`config.mk`:
```
export PLATFORM = sky130hd
export DESIGN_NAME = mtwg_ctrl
export DESIGN_NICKNAME = d
export VERILOG_FILES = /design/src/rtl/mtwg_pkg.sv /design/src/rtl/mtwg_ctrl.sv
export SDC_FILE = /design/constraint.sdc
export NUM_CORES = 1
export LEC_CHECK = 0
export BUFFER_PORTS_ARGS = -buffer_cell sky130_fd_sc_hd__buf_2
export CAP_MARGIN = 20
export CORE_AREA = 2 2 39 41
export CTS_CLUSTER_SIZE = 12
export DETAILED_ROUTE_END_ITERATION = 12
export DIE_AREA = 0 0 41 43
export GPL_TIMING_DRIVEN = 0
export PLACE_DENSITY = 0.59
export SLEW_MARGIN = 20
export SYNTH_ARGS = -nofsm -noshare
export SYNTH_HDL_FRONTEND = slang
export SYNTH_SLANG_ARGS = --single-unit
```
`constraint.sdc`:
```
create_clock -name clock -period 2.6 [get_ports clock]
set_input_delay 0.52 -clock clock [delete_from_list [all_inputs] [get_ports clock]]
set_output_delay 0.52 -clock clock [all_outputs]
set_load 0.01 [all_outputs]
```
`src/rtl/mtwg_pkg.sv`:
```
// ----------------------------------------------------------------------------
// mtwg_pkg
// Shared constants, datapath operation codes and helpers for the MT19937
// word generator.
// ----------------------------------------------------------------------------
`default_nettype none

package mtwg_pkg;

   localparam int unsigned STATE_WORDS  = 624;
   localparam int unsigned SHIFT_OFFSET = 397;
   localparam int unsigned IDX_W        = $clog2(STATE_WORDS + 1);

   localparam logic [IDX_W-1:0] LAST_IDX   = IDX_W'(STATE_WORDS - 1);
   localparam logic [IDX_W-1:0] FULL_IDX   = IDX_W'(STATE_WORDS);
   localparam logic [IDX_W-1:0] FAR_ADD    = IDX_W'(SHIFT_OFFSET);
   localparam logic [IDX_W-1:0] FAR_SUB    = IDX_W'(STATE_WORDS - SHIFT_OFFSET);

   localparam logic [31:0] SEED_MULT  = 32'd1812433253;
   localparam logic [31:0] TWIST_MAG  = 32'h9908_b0df;
   localparam logic [31:0] UPPER_MASK = 32'h8000_0000;
   localparam logic [31:0] LOWER_MASK = 32'h7fff_ffff;
   localparam logic [31:0] TEMPER_B   = 32'h9d2c_5680;
   localparam logic [31:0] TEMPER_C   = 32'hefc6_0000;

   typedef enum logic [3:0] {
      OP_IDLE,
      OP_SEED_INIT,
      OP_SEED_MUL,
      OP_SEED_WR,
      OP_TW_RD,
      OP_TW_FAR,
      OP_TW_WR,
      OP_GEN_RD,
      OP_GEN_OUT
   } dp_op_type;

   typedef struct packed {
      logic cnt_last;    // sweep counter sits on the last state word
      logic index_full;  // state used up, twist needed before next word
   } dp_status_type;

   function automatic logic [31:0] temper(input logic [31:0] x_in);
      logic [31:0] x;
      x = x_in;
      x = x ^ (x >> 11);
      x = x ^ ((x << 7) & TEMPER_B);
      x = x ^ ((x << 15) & TEMPER_C);
      x = x ^ (x >> 18);
      return x;
   endfunction

endpackage

`default_nettype wire

```
`src/rtl/mtwg_ctrl.sv`:
```
// ----------------------------------------------------------------------------
// mtwg_ctrl
// Sequencer for seeding, twisting and word readout; drives one datapath
// operation per cycle.
// ----------------------------------------------------------------------------
`default_nettype none

module mtwg_ctrl import mtwg_pkg::*; (
   input  wire logic          clock,
   input  wire logic          reset,
   input  wire logic          start,
   input  wire logic          req_mode,
   input  wire dp_status_type status,
   output      dp_op_type     op,
   output      logic          busy
);

   typedef enum logic [2:0] {
      ST_IDLE,
      ST_SEED_MUL,
      ST_SEED_WR,
      ST_TW_RD,
      ST_TW_FAR,
      ST_TW_WR,
      ST_GEN_RD,
      ST_GEN_OUT
   } state_type;

   state_type state_ff, state_in;
   logic      busy_ff, busy_in;
   logic      accept;

   assign accept = start && !busy_ff;
   assign busy   = busy_ff;

   always_comb begin
      state_in = state_ff;
      busy_in  = busy_ff;
      unique case (state_ff)
         ST_IDLE: begin
            if (accept) begin
               busy_in = 1'b1;
               if (!req_mode) begin
                  state_in = ST_SEED_MUL;
               end else if (status.index_full) begin
                  state_in = ST_TW_RD;
               end else begin
                  state_in = ST_GEN_RD;
               end
            end
         end
         ST_SEED_MUL: state_in = ST_SEED_WR;
         ST_SEED_WR: begin
            if (status.cnt_last) begin
               state_in = ST_IDLE;
               busy_in  = 1'b0;
            end else begin
               state_in = ST_SEED_MUL;
            end
         end
         ST_TW_RD:  state_in = ST_TW_FAR;
         ST_TW_FAR: state_in = ST_TW_WR;
         ST_TW_WR:  state_in = status.cnt_last ? ST_GEN_RD : ST_TW_RD;
         ST_GEN_RD: state_in = ST_GEN_OUT;
         ST_GEN_OUT: begin
            state_in = ST_IDLE;
            busy_in  = 1'b0;
         end
         default: begin
            state_in = ST_IDLE;
            busy_in  = 1'b0;
         end
      endcase
   end

   always_comb begin
      unique case (state_ff)
         ST_IDLE:     op = (accept && !req_mode) ? OP_SEED_INIT : OP_IDLE;
         ST_SEED_MUL: op = OP_SEED_MUL;
         ST_SEED_WR:  op = OP_SEED_WR;
         ST_TW_RD:    op = OP_TW_RD;
         ST_TW_FAR:   op = OP_TW_FAR;
         ST_TW_WR:    op = OP_TW_WR;
         ST_GEN_RD:   op = OP_GEN_RD;
         ST_GEN_OUT:  op = OP_GEN_OUT;
         default:     op = OP_IDLE;
      endcase
   end

   always_ff @(posedge clock) begin
      if (reset) begin
         state_ff <= ST_IDLE;
         busy_ff  <= 1'b0;
      end else begin
         state_ff <= state_in;
         busy_ff  <= busy_in;
      end
   end

endmodule

`default_nettype wire

```
==> flow_metrics.env, run 1 <==
export IMPL_crit_fanout=6
export IMPL_cts_sinks=4
export IMPL_via_per_inst=4.93
export IMPL_worst_pin_slew_ns=0.324
export IMPL_fmax_mhz=501
export IMPL_cp_end_kind="output port"
export IMPL_hpwl_um=614
export IMPL_drv_slew=0
export IMPL_wirelength_um=818
export IMPL_critPathLaunchType="flop"
export IMPL_fin_cells=73
export IMPL_fin_tns_setup_ns=0
export IMPL_cts_resized=0
export IMPL_setup_ws_ns=0.606
export IMPL_maxCapViolations=0
export IMPL_cts_made_buffers=3
export IMPL_clk_latency_ns=0.23
export IMPL_clk_pin_slew_ns=0.04
export IMPL_syn_area_um2=364
export IMPL_ys_ff_latch=4
export IMPL_ios=11
export IMPL_cts_tree="yes"
export IMPL_fp_dieH_um=43
export IMPL_p_leak_nw=0.220
export IMPL_antennaDiodeCount=0
export IMPL_track_usage_pct=10.9
export IMPL_initial_core_util_pct=26.3
export IMPL_grt_pass1_wl_um=1340
export IMPL_layout_drive_gt1_share_pct=36.8
export IMPL_coreArea_um2=1380
export IMPL_place_congestion=0.697
export IMPL_io_buffers=10
export IMPL_nets=69
export IMPL_path_class="flop to output port"
export IMPL_grt_pass1_vias=328
export IMPL_ant_nets=0
export IMPL_slew_headroom_pct=78.1
export IMPL_setup_violations=0
export IMPL_peakVddDrop_uv=322
export IMPL_powerDensity_nw_per_um2=1320
export IMPL_rsz0062_at_grt="no"
export IMPL_fin_crit_ns=1.99
export IMPL_hold_viol_final=0
export IMPL_synthCells=44
export IMPL_drt_pass1_iterations=4
export IMPL_drt_iter0_markers=5
export IMPL_h_tree_depth=1
export IMPL_arrival_ns=1.47
export IMPL_fin_util_pct=33.0
export IMPL_ys_types=24
export IMPL_antenna_found_initial=0
export IMPL_vias=360
export IMPL_pre_cts_ws_ns=0.862
export IMPL_drc=0
export IMPL_post_cts_buffers=0
export IMPL_wl_per_cell_um=11.2
export IMPL_die_w_um=41
export IMPL_area_growth_pct=25.4
export IMPL_yosysSeqAreaShare_pct=22.0
export IMPL_fin_crit_sh_pct=76.7
export IMPL_skew_ns=0.00598
export IMPL_hold_class="input port to flop"
export IMPL_num_rows=14
export IMPL_clockBufferDepth=2
export IMPL_total_power_mw=0.604
export IMPL_cp_required_ns=2.08
export IMPL_grt_max_degree=11
export IMPL_status="finished, final reports clean"
export IMPL_avgSynthCellArea_um2=8.27
export IMPL_grt_overflow_total=0
export IMPL_dp_cells=70
export IMPL_synth_warnings=0
export IMPL_die_area_um2=1760
export IMPL_syn_nets=54
export IMPL_root_buffer="clkbuf_4"
export IMPL_hold_buffers=0
==> final cells by class <==
| cell class | instances | area [um^2] |
|---|---|---|
| Sequential cell | 4 | 80.1 |
| Fill cell | 158 | 927 |
| Multi-Input combinational cell | 34 | 254 |
| Tap cell | 16 | 20.0 |
| Inverter | 5 | 18.8 |
| Timing Repair Buffer | 10 | 50.0 |
| Clock buffer | 3 | 22.5 |
| Buffer | 1 | 11.3 |
==> per-stage QoR <==
| step | hold slack, ns | cell area (um^2) |
|---|---|---|
| finish | 0.522 | 457 |
| global route | 0.506 | 457 |
| CTS | 0.510 | 457 |
| detailed placement | 0.540 | 434 |
| global placement | 0.537 | 434 |
| floorplan | 0.503 | 364 |
==> sequential cells by signal (all words and copies together), names as in the netlist <==
| register | flops |
|---|---|
| state_ff | 3 |
| busy | 1 |
==> synth_stat cells <==
library cell,count,area [um^2]
dfxtp_1,4,80.1
nand3_1,1,5.00
nor2_1,5,18.8
ha_1,4,50.1
nand3b_1,1,7.51
buf_6,1,11.3
o41ai_1,2,17.5
nand2b_1,3,18.8
a31oi_1,2,12.5
a211oi_2,1,12.5
nor2b_1,2,12.5
inv_1,4,15.0
a21oi_2,1,8.76
nor3_1,1,5.00
and2_4,1,8.76
nand2_2,1,6.26
inv_2,1,3.75
a311oi_2,1,15.0
o31ai_1,1,7.51
a311oi_1,1,8.76
a21o_1,2,15.0
a21oi_1,2,10.0
nor2b_2,1,8.76
o21ai_1,1,5.00
==> power breakdown <==
group,switching (mW),leakage (nW),internal (mW)
clock,0.0238,0.0138,0.0515
combinational,0.240,0.173,0.175
sequential,0.0231,0.0332,0.0901
==> layout by cell type (no fill, tap or decap) <==
cell type	synthesis	routed
buf_2	0	10
nor2_1	5	5
inv_1	4	4
ha_1	4	4
dfxtp_1	4	4
nand2b_1	3	3
clkbuf_4	0	3
o41ai_1	2	2
a31oi_1	2	2
a21oi_1	2	2
a21o_1	2	2
nor2b_1	2	2
buf_6	1	1
and2_4	1	1
a21oi_2	1	1
nor2b_2	1	1
nand2_2	1	1
nand3b_1	1	1
a311oi_1	1	1
inv_2	1	1
nand3_1	1	1
o31ai_1	1	1
nor3_1	1	1
a211oi_2	1	1
o21ai_1	1	1
a311oi_2	1	1
==> metal layers <==
layer / global-route usage [%] / routed length [um]
met5: 0 / 0
met4: 6.00 / 0
met3: 1.57 / 32
met2: 17.5 / 398
met1: 13.2 / 387
==> worst max-delay path, cell delays in order (launching register included) <==
cell	delay (ns)
dfxtp_1	0.38
inv_1	0.08
ha_1	0.25
o41ai_1	0.35
buf_2	0.19
==> logic make-up (layout without fill, tap and decap cells) <==
| group | after synthesis | after routing | share of synthesized area [%] |
|---|---|---|---|
| AOI/OAI and AO/OA | 14 | 14 | 30.9 |
| buffers and inverters | 6 | 19 | 8.25 |
| and+or+nand+nor | 16 | 16 | 25.1 |
| adders and majority gates | 4 | 4 | 13.7 |
| DFF | 4 | 4 | 22.0 |
==> worst paths after layout <==
check | startpoint | slack (ns) | cells past startpoint | endpoint
setup / recovery | state_ff[1] | 0.61 | 4 | op[0]
hold / removal | reset | 0.52 | 2 | busy
setup reg to reg | state_ff[0] | 1.15 | 5 | state_ff[2]
hold reg to reg | state_ff[1] | 0.55 | 2 | state_ff[1]
No activity file was read; power rests on OpenSTA's default activity.
==> inputs of run 2 (changes only) <==
--- a/config.mk
+++ b/config.mk
@@ -12,7 +12,7 @@
 export DETAILED_ROUTE_END_ITERATION = 12
 export DIE_AREA = 0 0 41 43
 export GPL_TIMING_DRIVEN = 0
-export PLACE_DENSITY = 0.59
+export PLACE_DENSITY = 0.61
 export SLEW_MARGIN = 20
 export SYNTH_ARGS = -nofsm -noshare
 export SYNTH_HDL_FRONTEND = slang
==> constraint.sdc (replaced) <==
create_clock -name clock -period 1.65 [get_ports clock]
set_input_delay 0.33 -clock clock [delete_from_list [all_inputs] [get_ports clock]]
set_output_delay 0.33 -clock clock [all_outputs]
set_load 0.01 [all_outputs]
==> run 2 against run 1 <==
Count of clock-buffer cells in the layout unchanged. Design area up 16%. Non-clock buffer count up 2. Clock power up 53%.
==> flow_metrics.env, run 2 (synthesis results as in run 1) <==
export IMPL_via_per_inst=5.13
export IMPL_cts_tree="yes"
export IMPL_ios=11
export IMPL_worst_pin_slew_ns=0.305
export IMPL_largest_register_ffs=3
export IMPL_powerDensity_nw_per_um2=2140
export IMPL_fill_cells=153
export IMPL_fmax_mhz=610
export IMPL_peakVddDrop_uv=654
export IMPL_grt_pass1_wl_um=1450
export IMPL_drc=0
export IMPL_cp_num_buf_inv=1
export IMPL_drv_slew=0
export IMPL_critPathLaunchType="flop"
export IMPL_hpwl_um=626
export IMPL_rsz0062_at_grt="yes"
export IMPL_cp_top_family="flip-flops"
export IMPL_swShare_pct=45.2
export IMPL_area_growth_pct=45.4
export IMPL_antenna_found_initial=0
export IMPL_mostFrequentLayoutCells="10 x buf_2, 4 x nor2_1"
export IMPL_top_register="state_ff"
export IMPL_skew_ns=0.00323
export IMPL_hold_class="input port to flop"
export IMPL_ant_nets=0
export IMPL_maxCapViolations=0
export IMPL_die_w_um=41
export IMPL_cts_made_buffers=3
export IMPL_fin_util_pct=38.2
export IMPL_num_rows=14
export IMPL_p_leak_nw=0.234
export IMPL_nets=71
export IMPL_intPower_mw=0.620
export IMPL_status="finished, final reports clean"
export IMPL_hold_viol_final=0
export IMPL_clkPwrFrac_pct=10.1
export IMPL_grt_pass1_vias=377
export IMPL_min_path_cells=2
export IMPL_crit_fanout=6
export IMPL_max_stage_delay_ns=0.36
export IMPL_track_usage_pct=11.8
export IMPL_fin_tns_setup_ns=0
export IMPL_hold_start="reset"
export IMPL_grt_overflow_total=0
export IMPL_cpMaxStageDelayCell="dfxtp_4"
export IMPL_fin_crit_sh_pct=99.4
export IMPL_fp_dieH_um=43
export IMPL_placed_area_um2=434
export IMPL_slew_headroom_pct=79.4
export IMPL_layout_drive_gt1_share_pct=55.9
export IMPL_final_area_um2=529
export IMPL_arrival_ns=1.31
export IMPL_worst_r2r_endpoint="state_ff[0]"
export IMPL_clk_latency_ns=0.23
export IMPL_cts_sinks=4
export IMPL_die_area_um2=1760
export IMPL_cp_required_ns=1.32
export IMPL_clockBufferDepth=2
export IMPL_wl_per_cell_um=11.6
export IMPL_place_congestion=0.708
export IMPL_drt_iter0_markers=8
export IMPL_layout_commonest_cell="buf_2"
export IMPL_antennaDiodeCount=0
export IMPL_root_buffer="clkbuf_4"
export IMPL_grt_max_degree=11
export IMPL_cp_end_kind="output port"
export IMPL_clk_pin_slew_ns=0.03
export IMPL_crit_chain="ha_2 -> o41ai_2 -> buf_2"
export IMPL_path_class="flop to output port"
export IMPL_drt_pass1_iterations=4
export IMPL_fin_crit_ns=1.64
export IMPL_h_tree_depth=1
export IMPL_seq_power_share_pct=18.6
export IMPL_coreArea_um2=1380
export IMPL_comb_power_share_pct=71.2
export IMPL_p_sw_mw=0.512
export IMPL_setup_violations=0
export IMPL_vias=385
export IMPL_ff2ff_path_depth=7
export IMPL_io_buffers=10
export IMPL_total_power_mw=1.13
export IMPL_regToRegSetupSlack_ns=0.21
export IMPL_worstReg2RegStart="state_ff[0]"
export IMPL_initial_core_util_pct=26.3
export IMPL_whs_ns=0.323
export IMPL_multiInputGateArea_um2=304
export IMPL_holdPathEnd="state_ff[0]"
export IMPL_hold_buffers=0
export IMPL_wirelength_um=873
export IMPL_final_seq_area_um2=87.6
==> run 2: worst max path at each step <==
stage,from,to,slack (ns),cells past startpoint
finish,state_ff[0],op[0],0.01,3
global route,state_ff[1],op[0],-0.05,4
CTS,state_ff[0],op[0],0.001,3
detailed placement,state_ff[1],op[0],0.11,4
global placement,state_ff[1],op[0],0.12,4
floorplan,state_ff[1],op[0],0.14,3
==> run 2: cell type report <==
type,count,area share (%)
plain buffers,1,2.13
multi-input cells,34,57.4
repair buffers,12,12.3
well taps,16,3.78
inverters,5,3.55
clock buffers,3,4.26
flip-flops and latches,4,16.5
==> run 2: what timing repair did <==
item | in CTS | in global routing
setup endpoints to repair | 2 | 2
gates resized for setup | 10 | 5
pin swaps | 1 | 0
setup buffers | 1 | 1
==> run 2: power groups by stage <==
stage                     clock, mW  combinational, mW  sequential [mW]
after floorplan                   0              0.498            0.176
after global placement            0              0.645            0.180
after detailed placement          0              0.644            0.181
after CTS                     0.119              0.725            0.196
after global routing          0.130              0.895            0.218
final                         0.115              0.806            0.211
==> run 2: metrics by stage <==
| stage | setup WS [ns] | instances |
|---|---|---|
| 2_1_floorplan | 0.141 | 44 |
| 3_3_place_gp | 0.115 | 70 |
| 3_5_place_dp | 0.115 | 70 |
| 4_1_cts | 0.00146 | 74 |
| 5_1_grt | -0.0464 | 75 |
| 6_report | 0.0103 | 75 |
==> run 2: layer usage <==
layer | up-vias | global-route usage [%] | part of all wire (%) | wire length [um]
met4 | 0 | 4.00 | 0 | 0
met2 | 12 | 18.8 | 49 | 429
li1 | 187 | - | - | -
met5 | - | 0 | 0 | 0
met3 | 0 | 3.14 | 5.6 | 49
met1 | 186 | 14.8 | 45 | 393
